$ cat src/rtl/matmul_accumulate_activation_macros.svh
// ---------------------------------------------------------------------------
// Assertion macros for the matrix multiply block
// Shared concurrent check forms, clocked on clk and disabled in reset.
// ---------------------------------------------------------------------------
`ifndef MATMUL_ACCUMULATE_ACTIVATION_MACROS_SVH
`define MATMUL_ACCUMULATE_ACTIVATION_MACROS_SVH

// Same-cycle implication check.
`define MAC_CHECK(label, ante, cons, msg) \
  label: assert property (@(posedge clk) disable iff (rst) (ante) |-> (cons)) \
    else $error(msg);

// Next-cycle implication check.
`define MAC_CHECK_NEXT(label, ante, cons, msg) \
  label: assert property (@(posedge clk) disable iff (rst) (ante) |=> (cons)) \
    else $error(msg);

`endif

$ cat src/rtl/mac_pkg.sv
// ---------------------------------------------------------------------------
// mac_pkg
// Shared codes, constants and the sigmoid lookup table.
// ---------------------------------------------------------------------------
package mac_pkg;

  localparam int CFG_IDX_W  = 2;
  localparam int CFG_DATA_W = 4;
  localparam int ACC_W      = 64;
  localparam int FRAC_BITS  = 8;
  localparam int LUT_DEPTH  = 256;
  localparam int LUT_W      = 9;

  typedef enum logic [1:0] {
    KIND_A   = 2'd0,
    KIND_B   = 2'd1,
    KIND_C   = 2'd2,
    KIND_RUN = 2'd3
  } kind_t;

  typedef enum logic [CFG_IDX_W-1:0] {
    REG_ROWS_M   = 2'd0,
    REG_COLS_N   = 2'd1,
    REG_INNER_K  = 2'd2,
    REG_ACT_MODE = 2'd3
  } reg_idx_t;

  localparam logic signed [ACC_W-1:0] ACC_LIMIT  = 64'sd1 <<< 61;
  localparam logic signed [ACC_W-1:0] ROUND_HALF = 64'sd128;
  localparam logic [63:0]             EXPM_SIXTEENTH = 64'd4034748384;

  typedef logic [LUT_W-1:0] sig_lut_t [LUT_DEPTH];

  // Entry e stands for z = (e - 128) / 16; value is 256 * sigmoid(z).
  function automatic sig_lut_t sig_lut_build();
    sig_lut_t    lut;
    logic [63:0] p;
    logic [63:0] d;
    logic [63:0] num;
    logic [63:0] rem;
    logic [63:0] q;
    int          steps;
    for (int e = 0; e < LUT_DEPTH; e++) begin
      steps = (e >= 128) ? (e - 128) : (128 - e);
      p = 64'd1 << 32;
      for (int n = 0; n < steps; n++) begin
        p = (p * EXPM_SIXTEENTH) >> 32;
      end
      d   = (64'd1 << 32) + p;
      num = (64'd1 << 40) + (d >> 1);
      rem = '0;
      q   = '0;
      // shift-subtract division, one quotient bit a step
      for (int b = 63; b >= 0; b--) begin
        rem = {rem[62:0], num[b]};
        if (rem >= d) begin
          rem  = rem - d;
          q[b] = 1'b1;
        end
      end
      if (e < 128) begin
        q = 64'd256 - q;
      end
      lut[e] = LUT_W'(q);
    end
    return lut;
  endfunction

  localparam sig_lut_t SIG_LUT = sig_lut_build();

endpackage

$ cat src/rtl/mac_in_if.sv
// ---------------------------------------------------------------------------
// mac_in_if
// Command channel: element loads and the compute command.
// ---------------------------------------------------------------------------
interface mac_in_if #(
  parameter int DATA_WIDTH = 16
);
  logic                         valid;
  logic                         ready;
  logic [1:0]                   kind;
  logic [2:0]                   row_index;
  logic [2:0]                   col_index;
  logic signed [DATA_WIDTH-1:0] elem_value;

  modport source (output valid, kind, row_index, col_index, elem_value, input ready);
  modport sink   (input valid, kind, row_index, col_index, elem_value, output ready);
endinterface

$ cat src/rtl/mac_out_if.sv
// ---------------------------------------------------------------------------
// mac_out_if
// Result channel: one activated element per transaction.
// ---------------------------------------------------------------------------
interface mac_out_if #(
  parameter int DATA_WIDTH = 16
);
  logic                         valid;
  logic                         ready;
  logic [2:0]                   out_row;
  logic [2:0]                   out_col;
  logic signed [DATA_WIDTH-1:0] out_value;
  logic                         out_last;

  modport source (output valid, out_row, out_col, out_value, out_last, input ready);
  modport sink   (input valid, out_row, out_col, out_value, out_last, output ready);
endinterface

$ cat src/rtl/mac_cfg_if.sv
// ---------------------------------------------------------------------------
// mac_cfg_if
// Configuration write channel: register index and write data.
// ---------------------------------------------------------------------------
interface mac_cfg_if;
  logic                           valid;
  logic                           ready;
  logic [mac_pkg::CFG_IDX_W-1:0]  index;
  logic [mac_pkg::CFG_DATA_W-1:0] data;

  modport source (output valid, index, data, input ready);
  modport sink   (input valid, index, data, output ready);
endinterface

$ cat src/rtl/mac_ram.sv
// ---------------------------------------------------------------------------
// mac_ram
// Simple dual-port RAM: one write port, one registered read port.
// ---------------------------------------------------------------------------
module mac_ram #(
  parameter int WIDTH = 16,
  parameter int DEPTH = 64
) (
  input  logic                     clk,
  input  logic                     we,
  input  logic [$clog2(DEPTH)-1:0] waddr,
  input  logic [WIDTH-1:0]         wdata,
  input  logic [$clog2(DEPTH)-1:0] raddr,
  output logic [WIDTH-1:0]         rdata
);
  logic [WIDTH-1:0] mem [DEPTH];

  always_ff @(posedge clk) begin
    if (we) begin
      mem[waddr] <= wdata;
    end
    rdata <= mem[raddr];
  end
endmodule

$ cat src/rtl/matmul_accumulate_activation.sv
// ---------------------------------------------------------------------------
// matmul_accumulate_activation
// Loads: a load command completes while idle; cmd.ready stays high in idle.
// Compute: result elements are produced one after another in row-major order
//   by the single multiply-accumulate unit, reading through the one read port
//   of each element store.
// Each element passes through the ISSUE, DRAIN, FINISH and ACT states in turn.
// Reset (rst, synchronous): idle, no result pending, registers at 8/8/8/ReLU;
//   store contents are undefined until written.
// ---------------------------------------------------------------------------
`include "matmul_accumulate_activation_macros.svh"

module matmul_accumulate_activation #(
  parameter int MAX_DIM    = 8,
  parameter int DATA_WIDTH = 16
) (
  input logic      clk,
  input logic      rst,
  mac_in_if.sink   cmd,
  mac_out_if.source res,
  mac_cfg_if.sink  cfg
);
  import mac_pkg::*;

  localparam int IW    = $clog2(MAX_DIM);
  localparam int DEPTH = MAX_DIM * MAX_DIM;
  localparam int AW    = $clog2(DEPTH);
  localparam int PW    = 2 * DATA_WIDTH;

  localparam logic signed [DATA_WIDTH-1:0] DATA_MAX = {1'b0, {(DATA_WIDTH-1){1'b1}}};
  localparam logic signed [DATA_WIDTH-1:0] DATA_MIN = {1'b1, {(DATA_WIDTH-1){1'b0}}};

  // One-hot sequencer for the compute pass.
  typedef enum logic [4:0] {
    S_IDLE   = 5'b00001,
    S_ISSUE  = 5'b00010,
    S_DRAIN  = 5'b00100,
    S_FINISH = 5'b01000,
    S_ACT    = 5'b10000
  } state_t;

  // Map a dimension register to its last index: 0 acts as 1, cap at MAX_DIM.
  function automatic logic [IW-1:0] dim_last(input logic [CFG_DATA_W-1:0] v);
    if (v == '0) begin
      return '0;
    end else if (v > CFG_DATA_W'(MAX_DIM)) begin
      return IW'(MAX_DIM - 1);
    end else begin
      return IW'(v - 1'b1);
    end
  endfunction

  function automatic logic [AW-1:0] addr_of(input logic [IW-1:0] r, input logic [IW-1:0] c);
    return AW'(r) * AW'(MAX_DIM) + AW'(c);
  endfunction

  // Clamp to the accumulator limit of +-2^61.
  function automatic logic signed [ACC_W-1:0] clamp_acc(input logic signed [ACC_W-1:0] v);
    if (v > ACC_LIMIT) begin
      return ACC_LIMIT;
    end else if (v < -ACC_LIMIT) begin
      return -ACC_LIMIT;
    end else begin
      return v;
    end
  endfunction

  // ---- configuration registers -------------------------------------------
  logic [CFG_DATA_W-1:0] rows_m;
  logic [CFG_DATA_W-1:0] cols_n;
  logic [CFG_DATA_W-1:0] inner_k;
  logic                  act_mode;

  assign cfg.ready = 1'b1;

  always_ff @(posedge clk) begin
    if (rst) begin
      rows_m   <= CFG_DATA_W'(8);
      cols_n   <= CFG_DATA_W'(8);
      inner_k  <= CFG_DATA_W'(8);
      act_mode <= 1'b0;
    end else if (cfg.valid) begin
      unique case (reg_idx_t'(cfg.index))
        REG_ROWS_M:   rows_m   <= cfg.data;
        REG_COLS_N:   cols_n   <= cfg.data;
        REG_INNER_K:  inner_k  <= cfg.data;
        REG_ACT_MODE: act_mode <= cfg.data[0];
        default: ;
      endcase
    end
  end

  logic [IW-1:0] m_last;
  logic [IW-1:0] n_last;
  logic [IW-1:0] k_last;

  assign m_last = dim_last(rows_m);
  assign n_last = dim_last(cols_n);
  assign k_last = dim_last(inner_k);

  // ---- sequencer state ----------------------------------------------------
  state_t        state;
  logic [IW-1:0] i_cnt;
  logic [IW-1:0] j_cnt;
  logic [IW-1:0] k_cnt;
  logic          last_elem;
  logic          out_load;

  assign last_elem = (i_cnt == m_last) && (j_cnt == n_last);

  // In S_ACT, load the result register when it is empty or being drained this cycle.
  assign out_load  = (state == S_ACT) && (!res.valid || res.ready);

  assign cmd.ready = (state == S_IDLE);

  // ---- element stores -----------------------------------------------------
  logic                  wr_in_range;
  logic [AW-1:0]         wr_addr;
  logic                  cmd_take;
  logic                  we_a;
  logic                  we_b;
  logic                  we_c;
  logic [AW-1:0]         waddr_c;
  logic [DATA_WIDTH-1:0] wdata_c;
  logic [DATA_WIDTH-1:0] a_q;
  logic [DATA_WIDTH-1:0] b_q;
  logic [DATA_WIDTH-1:0] c_q;
  logic signed [DATA_WIDTH-1:0] act_val;

  assign cmd_take    = cmd.valid && cmd.ready;
  // Drop writes whose row or column is outside the store.
  assign wr_in_range = ({1'b0, cmd.row_index} < 4'(MAX_DIM)) &&
                       ({1'b0, cmd.col_index} < 4'(MAX_DIM));
  assign wr_addr     = addr_of(cmd.row_index[IW-1:0], cmd.col_index[IW-1:0]);

  always_comb begin
    we_a = 1'b0;
    we_b = 1'b0;
    we_c = 1'b0;
    if (cmd_take && wr_in_range) begin
      unique case (kind_t'(cmd.kind))
        KIND_A:   we_a = 1'b1;
        KIND_B:   we_b = 1'b1;
        KIND_C:   we_c = 1'b1;
        KIND_RUN: ;
        default: ;
      endcase
    end
  end

  // C shares its write port between loads and the write-back of results.
  assign waddr_c = out_load ? addr_of(i_cnt, j_cnt) : wr_addr;
  assign wdata_c = out_load ? act_val : cmd.elem_value;

  mac_ram #(.WIDTH(DATA_WIDTH), .DEPTH(DEPTH)) u_a_store (
    .clk   (clk),
    .we    (we_a),
    .waddr (wr_addr),
    .wdata (cmd.elem_value),
    .raddr (addr_of(i_cnt, k_cnt)),
    .rdata (a_q)
  );

  mac_ram #(.WIDTH(DATA_WIDTH), .DEPTH(DEPTH)) u_b_store (
    .clk   (clk),
    .we    (we_b),
    .waddr (wr_addr),
    .wdata (cmd.elem_value),
    .raddr (addr_of(k_cnt, j_cnt)),
    .rdata (b_q)
  );

  mac_ram #(.WIDTH(DATA_WIDTH), .DEPTH(DEPTH)) u_c_store (
    .clk   (clk),
    .we    (we_c || out_load),
    .waddr (waddr_c),
    .wdata (wdata_c),
    .raddr (addr_of(i_cnt, j_cnt)),
    .rdata (c_q)
  );

  // ---- multiply-accumulate pipeline ---------------------------------------
  // Stage 1: store read data valid. Stage 2: product registered.
  logic                    rd_vld;
  logic                    rd_first;
  logic                    rd_last;
  logic                    mul_vld;
  logic                    mul_last;
  logic signed [PW-1:0]    prod_q;
  logic signed [ACC_W-1:0] acc;
  logic signed [ACC_W-1:0] acc_next;
  logic signed [ACC_W-1:0] c_scaled;

  assign c_scaled = ACC_W'(signed'(c_q)) <<< FRAC_BITS;

  always_comb begin
    acc_next = acc;
    if (rd_vld && rd_first) begin
      // seed with the initial C element, moved to 16 fraction bits
      acc_next = clamp_acc(c_scaled);
    end else if (mul_vld) begin
      acc_next = clamp_acc(acc + clamp_acc(ACC_W'(prod_q)));
    end
  end

  always_ff @(posedge clk) begin
    if (rst) begin
      rd_vld  <= 1'b0;
      mul_vld <= 1'b0;
    end else begin
      rd_vld  <= (state == S_ISSUE);
      mul_vld <= rd_vld;
    end
    rd_first <= (k_cnt == '0);
    rd_last  <= (k_cnt == k_last);
    mul_last <= rd_last;
    if (rd_vld) begin
      prod_q <= PW'(signed'(a_q)) * PW'(signed'(b_q));
    end
    acc <= acc_next;
  end

  // ---- round, saturate, activate ------------------------------------------
  logic signed [ACC_W-1:0]      rnd;
  logic signed [DATA_WIDTH-1:0] sat_d;
  logic signed [DATA_WIDTH-1:0] sum_q;
  logic signed [33:0]           sig_x;
  logic [7:0]                   sig_e;
  logic [LUT_W-1:0]             sig_ent;

  // floor((acc + 128) / 256): nearest, ties toward +infinity
  assign rnd = (acc + ROUND_HALF) >>> FRAC_BITS;

  always_comb begin
    if (rnd > ACC_W'(DATA_MAX)) begin
      sat_d = DATA_MAX;
    end else if (rnd < ACC_W'(DATA_MIN)) begin
      sat_d = DATA_MIN;
    end else begin
      sat_d = DATA_WIDTH'(rnd);
    end
  end

  always_ff @(posedge clk) begin
    if (state == S_FINISH) begin
      sum_q <= sat_d;
    end
  end

  // Table index: 0 below -8, else (x + 2048) / 16 capped at 255.
  assign sig_x = 34'(sum_q) + 34'sd2048;

  always_comb begin
    if (sig_x < 0) begin
      sig_e = '0;
    end else if (sig_x[33:4] > 30'd255) begin
      sig_e = 8'd255;
    end else begin
      sig_e = sig_x[11:4];
    end
  end

  assign sig_ent = SIG_LUT[sig_e];

  always_comb begin
    if (act_mode) begin
      if (32'(sig_ent) > 32'(DATA_MAX)) begin
        act_val = DATA_MAX;
      end else begin
        act_val = DATA_WIDTH'(sig_ent);
      end
    end else begin
      act_val = (sum_q < 0) ? '0 : sum_q;
    end
  end

  // ---- sequencer ----------------------------------------------------------
  always_ff @(posedge clk) begin
    if (rst) begin
      state <= S_IDLE;
      i_cnt <= '0;
      j_cnt <= '0;
      k_cnt <= '0;
    end else begin
      unique case (state)
        S_IDLE: begin
          // Loads complete here; only compute leaves idle.
          if (cmd_take && (kind_t'(cmd.kind) == KIND_RUN)) begin
            i_cnt <= '0;
            j_cnt <= '0;
            k_cnt <= '0;
            state <= S_ISSUE;
          end
        end
        S_ISSUE: begin
          // Issue one A/B read pair per cycle along the inner dimension.
          if (k_cnt == k_last) begin
            k_cnt <= '0;
            state <= S_DRAIN;
          end else begin
            k_cnt <= k_cnt + 1'b1;
          end
        end
        S_DRAIN: begin
          // Wait for the final product to reach the accumulator.
          if (mul_vld && mul_last) begin
            state <= S_FINISH;
          end
        end
        S_FINISH: begin
          state <= S_ACT;
        end
        S_ACT: begin
          // Hold until the result register frees up, then advance row-major.
          if (out_load) begin
            if (last_elem) begin
              state <= S_IDLE;
            end else begin
              if (j_cnt == n_last) begin
                j_cnt <= '0;
                i_cnt <= i_cnt + 1'b1;
              end else begin
                j_cnt <= j_cnt + 1'b1;
              end
              state <= S_ISSUE;
            end
          end
        end
        default: begin
          state <= S_IDLE;
        end
      endcase
    end
  end

  // ---- result register ----------------------------------------------------
  logic                         out_valid;
  logic [2:0]                   out_row;
  logic [2:0]                   out_col;
  logic signed [DATA_WIDTH-1:0] out_value;
  logic                         out_last;

  always_ff @(posedge clk) begin
    if (rst) begin
      out_valid <= 1'b0;
    end else if (out_load) begin
      out_valid <= 1'b1;
    end else if (res.ready) begin
      out_valid <= 1'b0;
    end
    if (out_load) begin
      out_row   <= 3'(i_cnt);
      out_col   <= 3'(j_cnt);
      out_value <= act_val;
      out_last  <= last_elem;
    end
  end

  assign res.valid     = out_valid;
  assign res.out_row   = out_row;
  assign res.out_col   = out_col;
  assign res.out_value = out_value;
  assign res.out_last  = out_last;

  // ---- assertions ---------------------------------------------------------
  `MAC_CHECK(a_idle_drained, state == S_IDLE, !mul_vld, "product in flight while idle")
  `MAC_CHECK(a_k_bound, state == S_ISSUE, k_cnt <= k_last, "inner index past inner_k")
  `MAC_CHECK(a_last_pos, res.valid && res.out_last, (res.out_row == 3'(m_last)) && (res.out_col == 3'(n_last)), "last flag on wrong element")
  `MAC_CHECK_NEXT(a_done_idle, out_load && last_elem, state == S_IDLE, "compute did not finish after last element")

endmodule

$ cat src/flat_wrapper.sv
// flat-port wrapper written by rule: the top's interface ports become plain ports
module matmul_accumulate_activation_flat import mac_pkg::*;
#(
  parameter int MAX_DIM    = 8,
  parameter int DATA_WIDTH = 16
)
  (clk, rst, cmd_valid, cmd_kind, cmd_row_index, cmd_col_index, cmd_elem_value, cmd_ready, res_valid, res_out_row, res_out_col, res_out_value, res_out_last, res_ready, cfg_valid, cfg_index, cfg_data, cfg_ready);
  mac_in_if #(.DATA_WIDTH(DATA_WIDTH)) cmd_i ();
  mac_out_if #(.DATA_WIDTH(DATA_WIDTH)) res_i ();
  mac_cfg_if cfg_i ();
  input logic clk;
  input logic rst;
  input wire logic [$bits(cmd_i.valid)-1:0] cmd_valid;
  input wire logic [$bits(cmd_i.kind)-1:0] cmd_kind;
  input wire logic [$bits(cmd_i.row_index)-1:0] cmd_row_index;
  input wire logic [$bits(cmd_i.col_index)-1:0] cmd_col_index;
  input wire logic [$bits(cmd_i.elem_value)-1:0] cmd_elem_value;
  output wire logic [$bits(cmd_i.ready)-1:0] cmd_ready;
  output wire logic [$bits(res_i.valid)-1:0] res_valid;
  output wire logic [$bits(res_i.out_row)-1:0] res_out_row;
  output wire logic [$bits(res_i.out_col)-1:0] res_out_col;
  output wire logic [$bits(res_i.out_value)-1:0] res_out_value;
  output wire logic [$bits(res_i.out_last)-1:0] res_out_last;
  input wire logic [$bits(res_i.ready)-1:0] res_ready;
  input wire logic [$bits(cfg_i.valid)-1:0] cfg_valid;
  input wire logic [$bits(cfg_i.index)-1:0] cfg_index;
  input wire logic [$bits(cfg_i.data)-1:0] cfg_data;
  output wire logic [$bits(cfg_i.ready)-1:0] cfg_ready;
  assign cmd_i.valid = cmd_valid;
  assign cmd_i.kind = cmd_kind;
  assign cmd_i.row_index = cmd_row_index;
  assign cmd_i.col_index = cmd_col_index;
  assign cmd_i.elem_value = cmd_elem_value;
  assign cmd_ready = cmd_i.ready;
  assign res_valid = res_i.valid;
  assign res_out_row = res_i.out_row;
  assign res_out_col = res_i.out_col;
  assign res_out_value = res_i.out_value;
  assign res_out_last = res_i.out_last;
  assign res_i.ready = res_ready;
  assign cfg_i.valid = cfg_valid;
  assign cfg_i.index = cfg_index;
  assign cfg_i.data = cfg_data;
  assign cfg_ready = cfg_i.ready;
  matmul_accumulate_activation #(.MAX_DIM(MAX_DIM), .DATA_WIDTH(DATA_WIDTH)) u_core (.clk(clk), .rst(rst), .cmd(cmd_i), .res(res_i), .cfg(cfg_i));
endmodule
$ cat config.mk
export PLATFORM = sky130hd
export DESIGN_NAME = matmul_accumulate_activation_flat
export DESIGN_NICKNAME = d
export VERILOG_FILES = /design/src/rtl/mac_pkg.sv /design/src/rtl/mac_in_if.sv /design/src/rtl/mac_out_if.sv /design/src/rtl/mac_cfg_if.sv /design/src/rtl/mac_ram.sv /design/src/rtl/matmul_accumulate_activation.sv /design/src/flat_wrapper.sv
export VERILOG_INCLUDE_DIRS = /design/src /design/src/rtl
export SDC_FILE = /design/constraint.sdc
export NUM_CORES = 2
export LEC_CHECK = 0
export BUFFER_PORTS_ARGS = -buffer_cell sky130_fd_sc_hd__buf_2
export CELL_PAD_IN_SITES_DETAIL_PLACEMENT = 0
export CELL_PAD_IN_SITES_GLOBAL_PLACEMENT = 1
export CORE_UTILIZATION = 45
export CTS_CLUSTER_SIZE = 10
export DETAILED_ROUTE_END_ITERATION = 8
export GPL_TIMING_DRIVEN = 0
export PLACE_DENSITY_LB_ADDON = 0.1
export SLEW_MARGIN = 20
export SYNTH_ARGS = -nofsm -noshare
export SYNTH_HDL_FRONTEND = slang
export SYNTH_SLANG_ARGS = --single-unit
$ cat constraint.sdc
create_clock -name clk -period 6.99 [get_ports clk]
set_clock_uncertainty 0.2 [all_clocks]
set_input_delay 0 -clock clk [delete_from_list [all_inputs] [get_ports clk]]
set_output_delay 0 -clock clk [all_outputs]
set_load 0.02 [all_outputs]
==> reports/qor.csv <==
stage,metric,value,unit
synth,synthMuxAreaShare,16.1,%
synth,synth.area.top_cells,"edfxtp_1 (68%), mux4_2 (16%), fa_1 (3.7%)",
drt,num_vias,75395,
pwr,p_per_area,289,mW/mm^2
cells_and_area,drive_above_1_share,26.4,%
clocking,h-tree-depth,5,
floorplanning,die_w,565,um
drt,vias_per_cell,6.04,
timing,slew_headroom,20.3,%
drt,wl_met1,181,mm
floorplanning,start_util,45.2,%
floorplanning,io_pins,61,
critical_path,required,7.42,ns
floorplanning,core,0.315,sq mm
placement,place_area,0.152,sq mm
synth,ys_seq_elements,3287,
pwr,total_power,47.4,mW
global_routing,grt_overflow,0,
global_routing,antenna_found_initial,53,
synth,synthesis.nets,7960,
synth,syn-instance-count,7493,
cells_and_area,area_delta_synth_final,15.0,%
timing,min_period,6.84,ns
timing,hold_viol,0,
timing,maxSlewViolCount,0,
critical_path,critical_path_class,reg2reg,
cells_and_area,nets,8653,
synth,yosys_warnings,0,
timing,fin_crit_sh,97.8,%
timing,setup_tns,0,ns
synth,yosys.area.top_type,edfxtp_1,
floorplanning,die_height,565,um
cells_and_area,multi_input_area,0.0428,sq mm
synth,async_flop_share,0,%
flow_run,drv_cap,0,
critical_path,path_max_fanout,10,
clocking,cts_root_buf,clkbuf_16,
global_routing,grt_pass1_vias,76370,
placement,dp_hpwl,295,mm
critical_path,endpoint_kind,flop,
timing,fmax,146,MHz
placement,port_buffers,57,
synth,synth_compound_area_share,2.97,%
synth,synth_edf_count,3206,
drt,totalWireLength,421,mm
timing,hold-worst-slack,0.0390,ns
drt,routed-wl-met2,200,mm
synth,synthSimpleGateAreaFrac,4.26,%
drt,top_layer_used,met5,
synth,synth_fa_ha_area_share,5.20,%
cells_and_area,postLayoutCellArea,0.164,sq mm
placement,dp_cells,11882,
synth,syn_area_per_cell,19.0,sq um
floorplanning,die-area,0.319,sq mm
drt,antenna_left,0,
clocking,clock-sinks,3287,
synth,syn_area,0.142,sq mm
drt,route.met3.wl,27.2,mm
global_routing,grt_usage,26.5,%
synth,synth_top_family_by_area,multiplexers,
pwr,irDropWorstVdd,0.000634,V
clocking,cts.path.max_buffers,4,
cells_and_area,fill_cells,25115,
critical_path,start_kind,flop,
hold_path,hp-class,in2reg,
critical_path,critPathArrivalTime,7.27,ns
synth,yosysUniqueCellTypes,114,
timing,setup_viol,0,
drt,drc,0,
global_routing,grt_pass1_wl,589,mm
cells_and_area,fin_cells,12476,
status,run_status,completed,
floorplanning,rows,206,
pwr,power.leakage,52.1,nW
timing,worst_slew_pin_slew,1.20,ns
drt,avgRoutedWirePerCell,33.7,um
clocking,clock_latency,0.94,ns
timing,grt_setup_unrepaired,yes,
clocking,numCtsBuffers,376,
synth,synth_flop_cell,edfxtp_1,
global_routing,grt_max_degree,93,
cells_and_area,seqCellArea,0.0980,sq mm
drt,dr.pass1.iters,8,
clocking,clk_pin_slew,0.06,ns
clocking,cts_tree,yes,
synth,synth-seq-area-share,68.7,%
synth,synth_top_area_share,67.6,%
synth,yosys.area_share.xor_xnor,0.756,%
drt,first_iter_violations,8677,
placement,gp_congestion,0.869,
==> worst paths after layout <==
| path | start | to | slack (ns) | cells past startpoint |
|---|---|---|---|---|
| setup / recovery | u_core.u_a_store.rdata[13] | u_core.prod_q[31] | 0.15 | 21 |
| setup reg to reg | u_core.u_a_store.rdata[13] | u_core.prod_q[31] | 0.15 | 21 |
| hold reg to reg | u_core.rd_last | u_core.mul_last | 0.13 | 0 |
| hold / removal | cmd_elem_value[4] | u_core.u_a_store.mem[32][4] | 0.04 | 3 |
==> layer usage <==
| metal | vias to the layer above | global-route usage [%] |
|---|---|---|
| met5 | - | 0 |
| met4 | 16 | 7.66 |
| met3 | 573 | 3.46 |
| met2 | 2834 | 42.1 |
| met1 | 40670 | 38.5 |
| li1 | 31302 | - |
==> critical path, cell delays in order (launching register included) <==
cell	delay, ns
dfxtp_2	0.49
clkbuf_4	0.31
nand2_1	0.10
fa_1	0.52
fa_1	0.53
fa_1	0.53
inv_1	0.06
fa_1	0.51
fa_1	0.50
inv_1	0.05
fa_1	0.49
inv_1	0.05
ha_1	0.45
nand3_1	0.19
o221ai_4	0.27
o41ai_4	0.12
o21ai_2	0.30
o211a_1	0.21
o21a_1	0.13
o21a_1	0.17
nor4_2	0.06
a311o_1	0.35
==> Yosys cell counts (26+ instances only) <==
cell and count:
edfxtp_1 3206, mux4_2 999, nor2_1 370, nand2_1 345, inv_1 342, fa_1 263, clkbuf_1 197, ha_1 169
a21oi_1 156, and2_1 151, o21ai_0 140, buf_1 112, dfxtp_1 81, xnor2_1 75, nand3_1 72, nor3_1 53
nand4_1 51, nand2b_1 50, xor2_1 48, buf_2 45, a21o_1 40, a31oi_1 34, o21ai_1 34, and3_1 27
mux2i_1 26, o31ai_1 26
==> flip-flops by register name, indices dropped and copies added (netlist names), 4 cells and up <==
| name | cells |
|---|---|
| u_core.acc | 64 |
| u_core.cols_n | 4 |
| u_core.inner_k | 4 |
| u_core.prod_q | 32 |
| u_core.res.out_value | 15 |
| u_core.rows_m | 4 |
| u_core.state | 5 |
| u_core.sum_q | 16 |
| u_core.u_a_store.mem | 1024 |
| u_core.u_a_store.rdata | 16 |
| u_core.u_b_store.mem | 1024 |
| u_core.u_b_store.rdata | 16 |
| u_core.u_c_store.mem | 1024 |
| u_core.u_c_store.rdata | 16 |
==> per-stage QoR <==
step	util [%]	worst slack [ns]
floorplan	-	0.357
detailed placement	48.2	-1.04
CTS	51.9	0.00692
finish	52.0	0.151
global route	52.0	-0.0401
global placement	47.0	-1.34
==> power breakdown <==
group	leakage (nW)	total (mW)	switching, mW	internal (mW)
combinational	17.6	7.97	4.63	3.34
clock	5.04	17.4	7.54	9.83
sequential	29.5	22.0	0.0444	22.0
total	52.1	47.4	12.2	35.2
==> cell type report <==
class	count	area share [%]
Clock buffer	447	5.95
Timing Repair Buffer	315	2.60
Tap cell	4160	3.18
Buffer	364	1.09
Inverter	344	0.788
Clock inverter	45	0.388
Sequential cell	3287	59.8
Antenna cell	16	0.0244
Multi-Input combinational cell	3498	26.2
==> cell usage in the layout (no fill, tap or decap), types with 59 or more instances in the layout <==
cell type,n
buf_2,130
fa_1,261
xnor2_1,75
o21ai_0,135
dlygate4sd3_1,66
inv_1,342
clkbuf_16,379
and2_1,150
buf_6,88
edfxtp_1,3206
nand3_1,71
nor2_4,72
nand2_1,344
buf_1,61
ha_1,167
nor2_2,124
mux4_2,999
clkbuf_1,190
a21oi_1,155
buf_8,59
nor2_1,178
==> logic make-up after synthesis <==
logic type                 count (synthesis)
buffers and inverters                    708
DFF                                     3287
other                                      2
AOI/OAI and AO/OA                        642
and+or+nand+nor                         1250
muxes                                   1046
adders and majority gates                435
xor gates and xnor gates                 123
==> repair_timing <==
| action | in CTS | in global routing |
|---|---|---|
| hold buffers | 81 | 0 |
| setup endpoints to repair | 14 | 9 |
| buffers inserted | 2 | 1 |
| endpoints found under the hold margin | 2493 | 0 |
| pin swaps | 5 | 8 |
| resized for setup | 100 | 50 |
(Power assumes the default switching activity.)
